**src/sv/ldfd_pkg.sv**
```systemverilog
// Shared types and constants for the LED duty frame deframer.
// No dependencies; imported by every module of the block.
`default_nettype none

package ldfd_pkg;

  // Frame format codes held in the configuration register
  localparam logic [1:0] FMT_HDR    = 2'd0;
  localparam logic [1:0] FMT_PACKED = 2'd1;
  localparam logic [1:0] FMT_ROW    = 2'd2;

  // Header bytes
  localparam logic [7:0] HDR_SYNC_A = 8'h01;
  localparam logic [7:0] HDR_SYNC_B = 8'h40;
  localparam logic [7:0] ROW_SYNC   = 8'h96;

  // Last byte positions of the fixed-length formats
  localparam logic [8:0] PACKED_LAST_POS = 9'd119;
  localparam logic [8:0] ROW_LAST_POS    = 9'd252;

  // Last byte index in one row pair of the row format, and duties per row
  localparam logic [5:0] ROW_PAIR_LAST = 6'd38;
  localparam logic [7:0] ROW_CHANNELS  = 8'd6;

  // Result kinds and status codes
  localparam logic KIND_DUTY   = 1'b0;
  localparam logic KIND_STATUS = 1'b1;
  localparam logic STAT_OK     = 1'b0;
  localparam logic STAT_FAIL   = 1'b1;

  // Default depth of the request queue between front and back
  localparam int QUEUE_DEPTH = 4;

  // All results caused by one byte. Two duties always go to ch0 and ch0+1.
  typedef struct packed {
    logic [1:0]  n_duty;
    logic [7:0]  ch0;
    logic [11:0] duty0;
    logic [11:0] duty1;
    logic        stat_vld;
    logic        stat_fail;
  } ldfd_req_t;

  // Divide a small value (at most 17) by three
  function automatic logic [2:0] div3_small(input logic [4:0] x);
    logic [8:0] prod;
    prod = 9'(x) * 9'd11;
    return prod[7:5];
  endfunction

endpackage

`default_nettype wire

```
**src/sv/ldfd_front.sv**
```systemverilog
// Front end: frame position tracking and byte classification.
// Depends on ldfd_pkg; emits one request per byte that causes results.
`default_nettype none

module ldfd_front
  import ldfd_pkg::*;
(
  input  wire logic       clk,
  input  wire logic       rst_n,
  input  wire logic       in_valid,
  input  wire logic [7:0] in_rx_byte,
  input  wire logic       in_frame_start,
  input  wire logic       fmt_wr,
  input  wire logic [1:0] fmt_data,
  input  wire logic       q_full,
  output logic            push,
  output ldfd_req_t       req
);

  logic [1:0]  fmt_r;
  logic        done_r, done_nxt;
  logic [8:0]  pos_r, pos_nxt;
  logic [1:0]  mod3_r, mod3_nxt;
  logic [6:0]  div3_r, div3_nxt;
  logic [5:0]  mod39_r, mod39_nxt;
  logic [2:0]  div39_r, div39_nxt;
  logic [7:0]  sum_r, sum_nxt;
  logic [7:0]  len_r, len_nxt;
  logic [15:0] held_r, held_nxt;

  logic        go;

  always_comb begin
    logic [8:0]  p;
    logic [1:0]  m3;
    logic [6:0]  d3;
    logic [5:0]  m39;
    logic [2:0]  d39;
    logic [7:0]  s;
    logic [7:0]  dl;
    logic [15:0] h;
    logic [15:0] h_new;
    logic [7:0]  dl_new;
    logic [8:0]  lim;
    logic        active;
    logic [1:0]  ph_even;
    logic [2:0]  col;
    logic [7:0]  b;
    ldfd_req_t   r;

    b = in_rx_byte;
    // A frame start restarts every position counter and clears the frame state
    if (in_frame_start) begin
      p = '0; m3 = '0; d3 = '0; m39 = '0; d39 = '0;
      s = '0; dl = '0; h = '0;
    end else begin
      p = pos_r; m3 = mod3_r; d3 = div3_r; m39 = mod39_r; d39 = div39_r;
      s = sum_r; dl = len_r; h = held_r;
    end
    active  = in_frame_start || !done_r;
    h_new   = h;
    dl_new  = dl;
    lim     = {1'b0, dl} + 9'd3;
    ph_even = (m3 == 2'd2) ? 2'd0 : m3 + 2'd1;
    col     = '0;
    r       = '0;

    unique case (fmt_r)
      FMT_HDR: begin
        if (p == 9'd0) begin
          if (b != HDR_SYNC_A) begin
            r.stat_vld = 1'b1; r.stat_fail = STAT_FAIL;
          end
        end else if (p == 9'd1) begin
          if (b != HDR_SYNC_B) begin
            r.stat_vld = 1'b1; r.stat_fail = STAT_FAIL;
          end
        end else if (p == 9'd2) begin
          if (b == 8'd0) begin
            r.stat_vld = 1'b1; r.stat_fail = STAT_FAIL;
          end else begin
            dl_new = b;
          end
        end else if (dl == 8'd0 || p > lim) begin
          r.stat_vld = 1'b1; r.stat_fail = STAT_FAIL;
        end else if (p < lim) begin
          r.n_duty = 2'd1;
          r.ch0    = 8'(p - 9'd3);
          r.duty0  = {b, 4'h0};
        end else begin
          r.stat_vld  = 1'b1;
          r.stat_fail = (b != s) ? STAT_FAIL : STAT_OK;
        end
      end
      FMT_PACKED: begin
        if (p > PACKED_LAST_POS) begin
          r.stat_vld = 1'b1; r.stat_fail = STAT_FAIL;
        end else begin
          if (m3 == 2'd0) begin
            h_new = {b, 8'h00};
          end else if (m3 == 2'd1) begin
            h_new = {h[15:8], b};
          end else begin
            r.n_duty = 2'd2;
            r.ch0    = {d3, 1'b0};
            r.duty0  = h[15:4];
            r.duty1  = {h[3:0], b};
          end
          if (p == PACKED_LAST_POS) begin
            r.stat_vld = 1'b1; r.stat_fail = STAT_OK;
          end
        end
      end
      FMT_ROW: begin
        if (p == 9'd0) begin
          if (b != ROW_SYNC) begin
            r.stat_vld = 1'b1; r.stat_fail = STAT_FAIL;
          end
        end else if (p > ROW_LAST_POS) begin
          r.stat_vld = 1'b1; r.stat_fail = STAT_FAIL;
        end else begin
          if (m39 >= 6'd2 && m39 <= 6'd19) begin
            // Even row: low byte, then the high nibble of the next byte on top
            col = div3_small(5'(m39 - 6'd2));
            if (ph_even == 2'd0) begin
              h_new = {8'h00, b};
            end else if (ph_even == 2'd1) begin
              r.n_duty = 2'd1;
              r.ch0    = 8'(d39) * (ROW_CHANNELS << 1) + 8'(col);
              r.duty0  = {b[7:4], h[7:0]};
            end
          end else if (m39 >= 6'd21) begin
            // Odd row: byte times 16 plus the high nibble of the next byte
            col = div3_small(5'(m39 - 6'd21));
            if (m3 == 2'd0) begin
              h_new = {8'h00, b};
            end else if (m3 == 2'd1) begin
              r.n_duty = 2'd1;
              r.ch0    = 8'(d39) * (ROW_CHANNELS << 1) + ROW_CHANNELS + 8'(col);
              r.duty0  = {h[7:0], b[7:4]};
            end
          end
          if (p == ROW_LAST_POS) begin
            r.stat_vld = 1'b1; r.stat_fail = STAT_OK;
          end
        end
      end
      default: begin
        r.stat_vld = 1'b1; r.stat_fail = STAT_FAIL;
      end
    endcase

    go   = in_valid && !q_full && active;
    push = go && (r.n_duty != 2'd0 || r.stat_vld);
    req  = r;

    done_nxt  = done_r;
    pos_nxt   = pos_r;
    mod3_nxt  = mod3_r;
    div3_nxt  = div3_r;
    mod39_nxt = mod39_r;
    div39_nxt = div39_r;
    sum_nxt   = sum_r;
    len_nxt   = len_r;
    held_nxt  = held_r;
    if (go) begin
      sum_nxt  = s + b;
      len_nxt  = dl_new;
      held_nxt = h_new;
      done_nxt = r.stat_vld;
      // Advance position only while the frame stays open
      if (r.stat_vld) begin
        pos_nxt = p; mod3_nxt = m3; div3_nxt = d3; mod39_nxt = m39; div39_nxt = d39;
      end else begin
        pos_nxt   = p + 9'd1;
        mod3_nxt  = (m3 == 2'd2) ? 2'd0 : m3 + 2'd1;
        div3_nxt  = (m3 == 2'd2) ? d3 + 7'd1 : d3;
        mod39_nxt = (m39 == ROW_PAIR_LAST) ? 6'd0 : m39 + 6'd1;
        div39_nxt = (m39 == ROW_PAIR_LAST) ? d39 + 3'd1 : d39;
      end
    end
  end

  always_ff @(posedge clk) begin
    if (!rst_n) begin
      fmt_r   <= FMT_HDR;
      done_r  <= 1'b1;
      pos_r   <= '0;
      mod3_r  <= '0;
      div3_r  <= '0;
      mod39_r <= '0;
      div39_r <= '0;
      sum_r   <= '0;
      len_r   <= '0;
      held_r  <= '0;
    end else begin
      if (fmt_wr) begin
        fmt_r <= fmt_data;
      end
      done_r  <= done_nxt;
      pos_r   <= pos_nxt;
      mod3_r  <= mod3_nxt;
      div3_r  <= div3_nxt;
      mod39_r <= mod39_nxt;
      div39_r <= div39_nxt;
      sum_r   <= sum_nxt;
      len_r   <= len_nxt;
      held_r  <= held_nxt;
    end
  end

  // A status request closes the frame
  assert property (@(posedge clk) disable iff (!rst_n)
    push && req.stat_vld |=> done_r)
    else $error("frame left open after status request");

  // Phase counters stay in range
  assert property (@(posedge clk) disable iff (!rst_n)
    mod3_r != 2'd3 && mod39_r <= ROW_PAIR_LAST)
    else $error("position phase counter out of range");

endmodule

`default_nettype wire

```
**src/sv/ldfd_fifo.sv**
```systemverilog
// Short request queue between front and back, held in flip-flops.
// Depends on ldfd_pkg for the request type.
`default_nettype none

module ldfd_fifo
  import ldfd_pkg::*;
#(
  parameter int DEPTH = QUEUE_DEPTH
) (
  input  wire logic clk,
  input  wire logic rst_n,
  input  wire logic push,
  input  ldfd_req_t wr_req,
  input  wire logic pop,
  output ldfd_req_t head,
  output logic      empty,
  output logic      full
);

  localparam int PW = (DEPTH > 1) ? $clog2(DEPTH) : 1;
  localparam int CW = $clog2(DEPTH + 1);

  ldfd_req_t        mem_r [DEPTH];
  logic [PW-1:0]    wp_r, wp_nxt;
  logic [PW-1:0]    rp_r, rp_nxt;
  logic [CW-1:0]    cnt_r, cnt_nxt;

  assign empty = (cnt_r == CW'(0));
  assign full  = (cnt_r == CW'(DEPTH));
  assign head  = mem_r[rp_r];

  always_comb begin
    wp_nxt  = wp_r;
    rp_nxt  = rp_r;
    cnt_nxt = cnt_r;
    if (push) begin
      wp_nxt = (wp_r == PW'(DEPTH - 1)) ? '0 : wp_r + PW'(1);
    end
    if (pop) begin
      rp_nxt = (rp_r == PW'(DEPTH - 1)) ? '0 : rp_r + PW'(1);
    end
    if (push && !pop) begin
      cnt_nxt = cnt_r + CW'(1);
    end else if (pop && !push) begin
      cnt_nxt = cnt_r - CW'(1);
    end
  end

  always_ff @(posedge clk) begin
    if (!rst_n) begin
      wp_r  <= '0;
      rp_r  <= '0;
      cnt_r <= '0;
    end else begin
      wp_r  <= wp_nxt;
      rp_r  <= rp_nxt;
      cnt_r <= cnt_nxt;
    end
  end

  always_ff @(posedge clk) begin
    if (push) begin
      mem_r[wp_r] <= wr_req;
    end
  end

  assert property (@(posedge clk) disable iff (!rst_n)
    !(push && full) && !(pop && empty))
    else $error("queue overflow or underflow");

endmodule

`default_nettype wire

```
**src/sv/ldfd_back.sv**
```systemverilog
// Back end: expands queued requests into result items, one per cycle
// while out_stall is low. Depends on ldfd_pkg; registers the results.
`default_nettype none

module ldfd_back
  import ldfd_pkg::*;
(
  input  wire logic  clk,
  input  wire logic  rst_n,
  input  ldfd_req_t  head,
  input  wire logic  q_empty,
  output logic       pop,
  output logic       out_valid,
  input  wire logic  out_stall,
  output logic       out_kind,
  output logic [7:0] out_channel,
  output logic [11:0] out_duty,
  output logic       out_status,
  output logic       out_last
);

  logic        valid_r, valid_nxt;
  logic [1:0]  idx_r, idx_nxt;
  logic        kind_r, kind_nxt;
  logic [7:0]  chan_r, chan_nxt;
  logic [11:0] duty_r, duty_nxt;
  logic        stat_r, stat_nxt;
  logic        last_r, last_nxt;

  always_comb begin
    logic       load;
    logic [1:0] total;
    logic       is_last;

    load    = !valid_r || !out_stall;
    total   = head.n_duty + {1'b0, head.stat_vld};
    is_last = (idx_r == total - 2'd1);

    valid_nxt = valid_r;
    idx_nxt   = idx_r;
    kind_nxt  = kind_r;
    chan_nxt  = chan_r;
    duty_nxt  = duty_r;
    stat_nxt  = stat_r;
    last_nxt  = last_r;
    pop       = 1'b0;

    if (load) begin
      valid_nxt = !q_empty;
      if (!q_empty) begin
        if (idx_r < head.n_duty) begin
          kind_nxt = KIND_DUTY;
          chan_nxt = head.ch0 + 8'(idx_r);
          duty_nxt = (idx_r == 2'd0) ? head.duty0 : head.duty1;
          stat_nxt = STAT_OK;
        end else begin
          kind_nxt = KIND_STATUS;
          chan_nxt = '0;
          duty_nxt = '0;
          stat_nxt = head.stat_fail;
        end
        last_nxt = is_last;
        // Retire the request with its last item
        pop     = is_last;
        idx_nxt = is_last ? 2'd0 : idx_r + 2'd1;
      end
    end
  end

  always_ff @(posedge clk) begin
    if (!rst_n) begin
      valid_r <= 1'b0;
      idx_r   <= '0;
    end else begin
      valid_r <= valid_nxt;
      idx_r   <= idx_nxt;
    end
  end

  always_ff @(posedge clk) begin
    kind_r <= kind_nxt;
    chan_r <= chan_nxt;
    duty_r <= duty_nxt;
    stat_r <= stat_nxt;
    last_r <= last_nxt;
  end

  assign out_valid   = valid_r;
  assign out_kind    = kind_r;
  assign out_channel = chan_r;
  assign out_duty    = duty_r;
  assign out_status  = stat_r;
  assign out_last    = last_r;

  // A status result always closes the results of its byte
  assert property (@(posedge clk) disable iff (!rst_n)
    valid_r && kind_r == KIND_STATUS |-> last_r && chan_r == 8'd0 && duty_r == 12'd0)
    else $error("status result not last or carries duty fields");

  // Duty results never carry a fail status
  assert property (@(posedge clk) disable iff (!rst_n)
    valid_r && kind_r == KIND_DUTY |-> stat_r == STAT_OK)
    else $error("duty result carries a status");

endmodule

`default_nettype wire

```
**src/sv/led_duty_frame_deframer.sv**
```systemverilog
// LED duty frame deframer: turns received SPI bytes into 12-bit LED duties.
// Input channel: in_valid / in_stall with in_rx_byte and in_frame_start.
//   A byte is taken on a clock edge with in_valid high and in_stall low.
//   in_frame_start on a byte restarts the frame at position zero.
// Result channel: out_valid / out_stall with out_kind, out_channel,
//   out_duty, out_status and out_last. A byte causes zero to three results;
//   out_last marks the final one. Duties are provisional until the status
//   result of the frame reports success.
// Config: cfg_valid / cfg_ready writes cfg_format_select (0 header with
//   checksum, 1 packed 80 channels, 2 rows of 78 channels, 3 always fails).
//   cfg_ready is always high; write only while the block is idle.
// Throughput: one byte per cycle while in_stall is low. Results leave one
//   per cycle while out_stall is low, so a byte with three results holds
//   the back end until all have left; the queue between front and back
//   absorbs the difference. A queued request feeds the output register.
// Stall: out_stall holds the output register; the queue fills and then
//   in_stall rises. in_stall depends on the queue level only.
// Reset (synchronous, rst_n low): format 0, queue empty, block idle until
//   the next byte with in_frame_start.
`default_nettype none

module led_duty_frame_deframer
  import ldfd_pkg::*;
#(
  parameter int QDEPTH = QUEUE_DEPTH
) (
  input  wire logic        clk,
  input  wire logic        rst_n,
  input  wire logic        in_valid,
  output logic             in_stall,
  input  wire logic [7:0]  in_rx_byte,
  input  wire logic        in_frame_start,
  output logic             out_valid,
  input  wire logic        out_stall,
  output logic             out_kind,
  output logic [7:0]       out_channel,
  output logic [11:0]      out_duty,
  output logic             out_status,
  output logic             out_last,
  input  wire logic        cfg_valid,
  output logic             cfg_ready,
  input  wire logic [1:0]  cfg_format_select
);

  ldfd_req_t req;
  ldfd_req_t head;
  logic      push;
  logic      pop;
  logic      q_empty;
  logic      q_full;

  // Config writes are always taken
  assign cfg_ready = 1'b1;
  // Hold input bytes while the request queue is full
  assign in_stall  = q_full;

  ldfd_front u_front (
    .clk            (clk),
    .rst_n          (rst_n),
    .in_valid       (in_valid),
    .in_rx_byte     (in_rx_byte),
    .in_frame_start (in_frame_start),
    .fmt_wr         (cfg_valid && cfg_ready),
    .fmt_data       (cfg_format_select),
    .q_full         (q_full),
    .push           (push),
    .req            (req)
  );

  ldfd_fifo #(
    .DEPTH (QDEPTH)
  ) u_fifo (
    .clk    (clk),
    .rst_n  (rst_n),
    .push   (push),
    .wr_req (req),
    .pop    (pop),
    .head   (head),
    .empty  (q_empty),
    .full   (q_full)
  );

  ldfd_back u_back (
    .clk         (clk),
    .rst_n       (rst_n),
    .head        (head),
    .q_empty     (q_empty),
    .pop         (pop),
    .out_valid   (out_valid),
    .out_stall   (out_stall),
    .out_kind    (out_kind),
    .out_channel (out_channel),
    .out_duty    (out_duty),
    .out_status  (out_status),
    .out_last    (out_last)
  );

endmodule

`default_nettype wire
```
**config.mk**
```make
export PLATFORM = sky130hd
export DESIGN_NAME = led_duty_frame_deframer
export DESIGN_NICKNAME = d
export VERILOG_FILES = /design/src/sv/ldfd_pkg.sv /design/src/sv/ldfd_front.sv /design/src/sv/ldfd_fifo.sv /design/src/sv/ldfd_back.sv /design/src/sv/led_duty_frame_deframer.sv
export SDC_FILE = /design/constraint.sdc
export NUM_CORES = 1
export LEC_CHECK = 0
export BUFFER_PORTS_ARGS = -buffer_cell sky130_fd_sc_hd__buf_2
export CAP_MARGIN = 20
export CORE_MARGIN = 1
export CORE_UTILIZATION = 45
export CTS_BUF_LIST = sky130_fd_sc_hd__clkbuf_4
export DETAILED_ROUTE_END_ITERATION = 10
export PLACE_DENSITY = 0.66
export SLEW_MARGIN = 30
export SYNTH_ARGS = -nofsm -noshare
export SYNTH_HDL_FRONTEND = slang
export SYNTH_SLANG_ARGS = --single-unit
```
**constraint.sdc**
```tcl
create_clock -name clk -period 7.78 [get_ports clk]
set_input_delay 1.167 -clock clk [delete_from_list [all_inputs] [get_ports clk]]
set_output_delay 1.167 -clock clk [all_outputs]
set_load 0.005 [all_outputs]
```
==> flow_summary.json <==
{
  "p_leak_nw": 5.57,
  "grt_pass1_wl_um": 51600,
  "overflow": 0,
  "cts_hold_buffers": 0,
  "synthesis.nets": 1297,
  "clockPowerShare_pct": 33.4,
  "cap_violations": 0,
  "critPathCaptureType": "register",
  "tns_ns": 0,
  "clkTransAtPathRegs_ns": 0.07,
  "drive_gt1_share_pct": 17.3,
  "cts.htree.levels": 3,
  "crit_path_top_delay_cell": "fa_1",
  "cts.sinks": 241,
  "dr_wl_met2_um": 15100,
  "pre_cts_ws_ns": 1.70,
  "fin_crit_sh_pct": 70.2,
  "firstDrtPassIters": 9,
  "chipHeight_um": 174,
  "met1_length_um": 14000,
  "critPathKind": "in -> reg",
  "crit_required_ns": 8.14,
  "async_flop_share_pct": 0,
  "wl_um": 32100,
  "io_pins": 42,
  "hp-class": "reg -> reg",
  "postCtsSetupRepairBufs": 0,
  "switchingPower_mw": 1.02,
  "path_common_cell": "ha_1",
  "grt_pass1_vias": 9632,
  "core_area_um2": 28900,
  "dieArea_um2": 30100,
  "dr_wl_met3_um": 2030,
  "area_growth_pct": 10.6,
  "cts_made_buffers": 66,
  "drv_slew": 0,
  "status": "complete, no violations",
  "rsz0062_at_grt": "false",
  "syn_avg_cell_area_um2": 11.0,
  "crit_arrival_ns": 5.82,
  "synth_warnings": 0,
  "cp-start-kind": "input port",
  "drtIter0Drc": 850,
  "synthFlopType": "edfxtp_1",
  "finalPower_mw": 3.53,
  "via_per_inst": 5.80,
  "fin_crit_ns": 5.46,
  "grt_max_degree": 53,
  "fin_ws_ns": 2.32,
  "maxSlewHeadroom_pct": 35.6,
  "numPortBuffers": 40,
  "fillers": 2614,
  "powerDensity_nw_per_um2": 241,
  "hpwlAfterDp_um": 21600,
  "ctsResizeCount": 0,
  "fmax_mhz": 183,
  "route.detailed.wl_per_inst_um": 19.1,
  "syn-instance-count": 1204,
  "gr-usage-all-layers_pct": 21.7,
  "clockRootBuffer": "clkbuf_4",
  "cts_tree": "built",
  "sw_frac_of_total_pct": 28.8,
  "crit_chain": "buf_2 -> nor2b_1 -> inv_1 -> ha_1 -> inv_1 -> xnor2_1 -> inv_1 -> ha_1 -> ha_1 -> ha_1 -> a31o_2 -> a21oi_1 -> o21bai_1 -> a21oi_1 -> xnor2_1 -> ha_1 -> inv_1 -> ha_1 -> fa_1 -> a221oi_1 -> a211oi_1 -> a221oi_1 -> nor2_1",
  "ir_worst_vdd_uv": 122,
  "intPower_mw": 2.51,
  "ys_ff_latch": 241,
  "seqPwrFrac_pct": 44.7,
  "synth_edf_count": 167,
  "routed.top_layer": "met4",
  "clkLatencyLatePin_ns": 0.67,
  "crit_path_max_fanout": 6,
  "vias": 9767,
  "num_rows": 62,
  "finalClockSkew_ns": 0.0486,
  "fin_nets": 1344,
  "drc": 0,
  "grt_antenna_before_repair": 1,
  "post-route-util_pct": 50.8,
  "die_x_um": 174,
  "gp_congestion": 0.923,
  "setup_viol": 0,
  "clockBufferDepth": 3,
  "synthesis.area_um2": 13200,
  "hold_violations": 0,
  "slowest_delay_ns": 0.41,
  "combPwrFrac_pct": 21.9,
  "synth_cell_type_count": 86,
  "start_util_pct": 45.9,
  "ys_seq_area_share_pct": 49.1,
  "antenna_left": 0,
  "worstMarginPinSlew_ns": 0.965
}
-- path summary, 6_finish.rpt --
| path | from | end | slack (ns) | cells past startpoint |
|---|---|---|---|---|
| worst max register to register | u_front.mod39_r[1] | u_fifo.mem_r[3][30] | 2.54 | 22 |
| worst max-delay path | in_frame_start | u_fifo.mem_r[3][30] | 2.32 | 23 |
| worst min register to register | u_front.sum_r[2] | u_front.sum_r[2] | 0.46 | 2 |
| worst min-delay path | u_front.sum_r[2] | u_front.sum_r[2] | 0.46 | 2 |
-- layout make-up --
class,count,area (um2),area share [%]
multi-input cells,837,6280,42.9
repair buffers,56,333,2.27
well taps,384,480,3.28
flip-flops and latches,241,6500,44.4
inverters,49,184,1.26
clock buffers,100,751,5.12
diodes,2,5.00,0.0342
clock inverters,14,121,0.828
-- per-stage QoR --
step | cell area [um2] | hold WS (ns) | std cells
floorplan | 13200 | 0.427 | 1204
global placement | 13800 | 0.437 | 1567
detailed placement | 13800 | 0.445 | 1567
CTS | 14600 | 0.453 | 1681
global route | 14700 | 0.478 | 1683
finish | 14700 | 0.457 | 1683
-- worst max-delay path: cells and delay by family --
family                     cells  cell delay, ns
adders and majority gates      7            2.00
AOI/OAI and AO/OA              7            1.35
buffers and inverters          5            0.53
and+or+nand+nor                2            0.47
xor gates and xnor gates       2            0.28
-- power groups by stage --
| stage | clock network, mW | logic [mW] | registers [mW] |
|---|---|---|---|
| final | 1.18 | 0.774 | 1.58 |
| after global routing | 1.28 | 0.855 | 1.59 |
| after CTS | 1.21 | 0.788 | 1.58 |
| after detailed placement | 0 | 0.787 | 1.61 |
| after global placement | 0 | 0.774 | 1.61 |
| after floorplan | 0 | 0.547 | 1.61 |
-- routing by layer --
| layer | vias to the layer above | GRT usage, % |
|---|---|---|
| li1 | 4632 | - |
| met1 | 4699 | 28.5 |
| met2 | 350 | 35.3 |
| met3 | 86 | 4.19 |
| met4 | 0 | 8.67 |
| met5 | - | 0 |
-- Yosys cell counts (21+ instances only) --
| cell | count | area share (%) |
|---|---|---|
| a21oi_1 | 72 | 2.7 |
| and2_1 | 26 | 1.2 |
| clkbuf_1 | 60 | 1.7 |
| dfxtp_1 | 74 | 11 |
| edfxtp_1 | 167 | 38 |
| ha_1 | 71 | 6.7 |
| inv_1 | 47 | 1.3 |
| mux2i_1 | 21 | 1.6 |
| mux4_2 | 36 | 6.1 |
| nand2_1 | 105 | 3.0 |
| nand3_1 | 44 | 1.7 |
| nor2_1 | 87 | 2.5 |
| nor2b_1 | 29 | 1.4 |
| o21ai_0 | 40 | 1.5 |
| xnor2_1 | 27 | 1.8 |
-- state kept, by name, summed over array words and instances, names as in the netlist, named ones only --
signal              cells
u_front.mod3_r          2
u_front.len_r           8
u_fifo.cnt_r            3
u_front.done_r          1
u_back.out_channel      8
u_back.idx_r            2
u_front.held_r         16
u_fifo.wp_r             2
u_back.out_valid        1
u_back.out_kind         1
u_front.sum_r           8
u_back.out_last         1
u_front.div3_r          7
u_fifo.rp_r             2
u_fifo.mem_r          144
u_front.pos_r           9
u_front.div39_r         3
u_back.out_status       1
u_front.fmt_r           2
u_front.mod39_r         6
u_back.out_duty        12
-- kinds of logic after synthesis --
family | after synthesis | share of synthesized area, %
adder cells (fa/ha/maj) | 77 | 7.62
XOR/XNOR | 48 | 3.28
AND/OR/NAND/NOR | 394 | 15.1
other | 1 | 0.0283
AO/OA/AOI/OAI | 259 | 13.4
flip-flops | 241 | 49.1
multiplexers | 58 | 7.79
buffers and inverters | 126 | 3.74
-- placed cells by master (no fill, tap or decap), drive strengths merged, types with 14 or more instances in the layout --
cell    Yosys  final
ha         71     71
o21ai      41     41
nand2     106    106
nand4      14     14
and2       28     28
clkbuf     60    100
a22oi      20     20
buf        17     56
mux2i      21     21
nor2b      29     29
dfxtp      74     74
xor2       20     20
mux4       36     36
xnor2      27     27
a21o       18     18
a21oi      72     72
nor2       87     87
inv        48     48
nand3      45     45
edfxtp    167    167
nor3       14     14
Note: power is estimated with default switching activity, not from simulation.
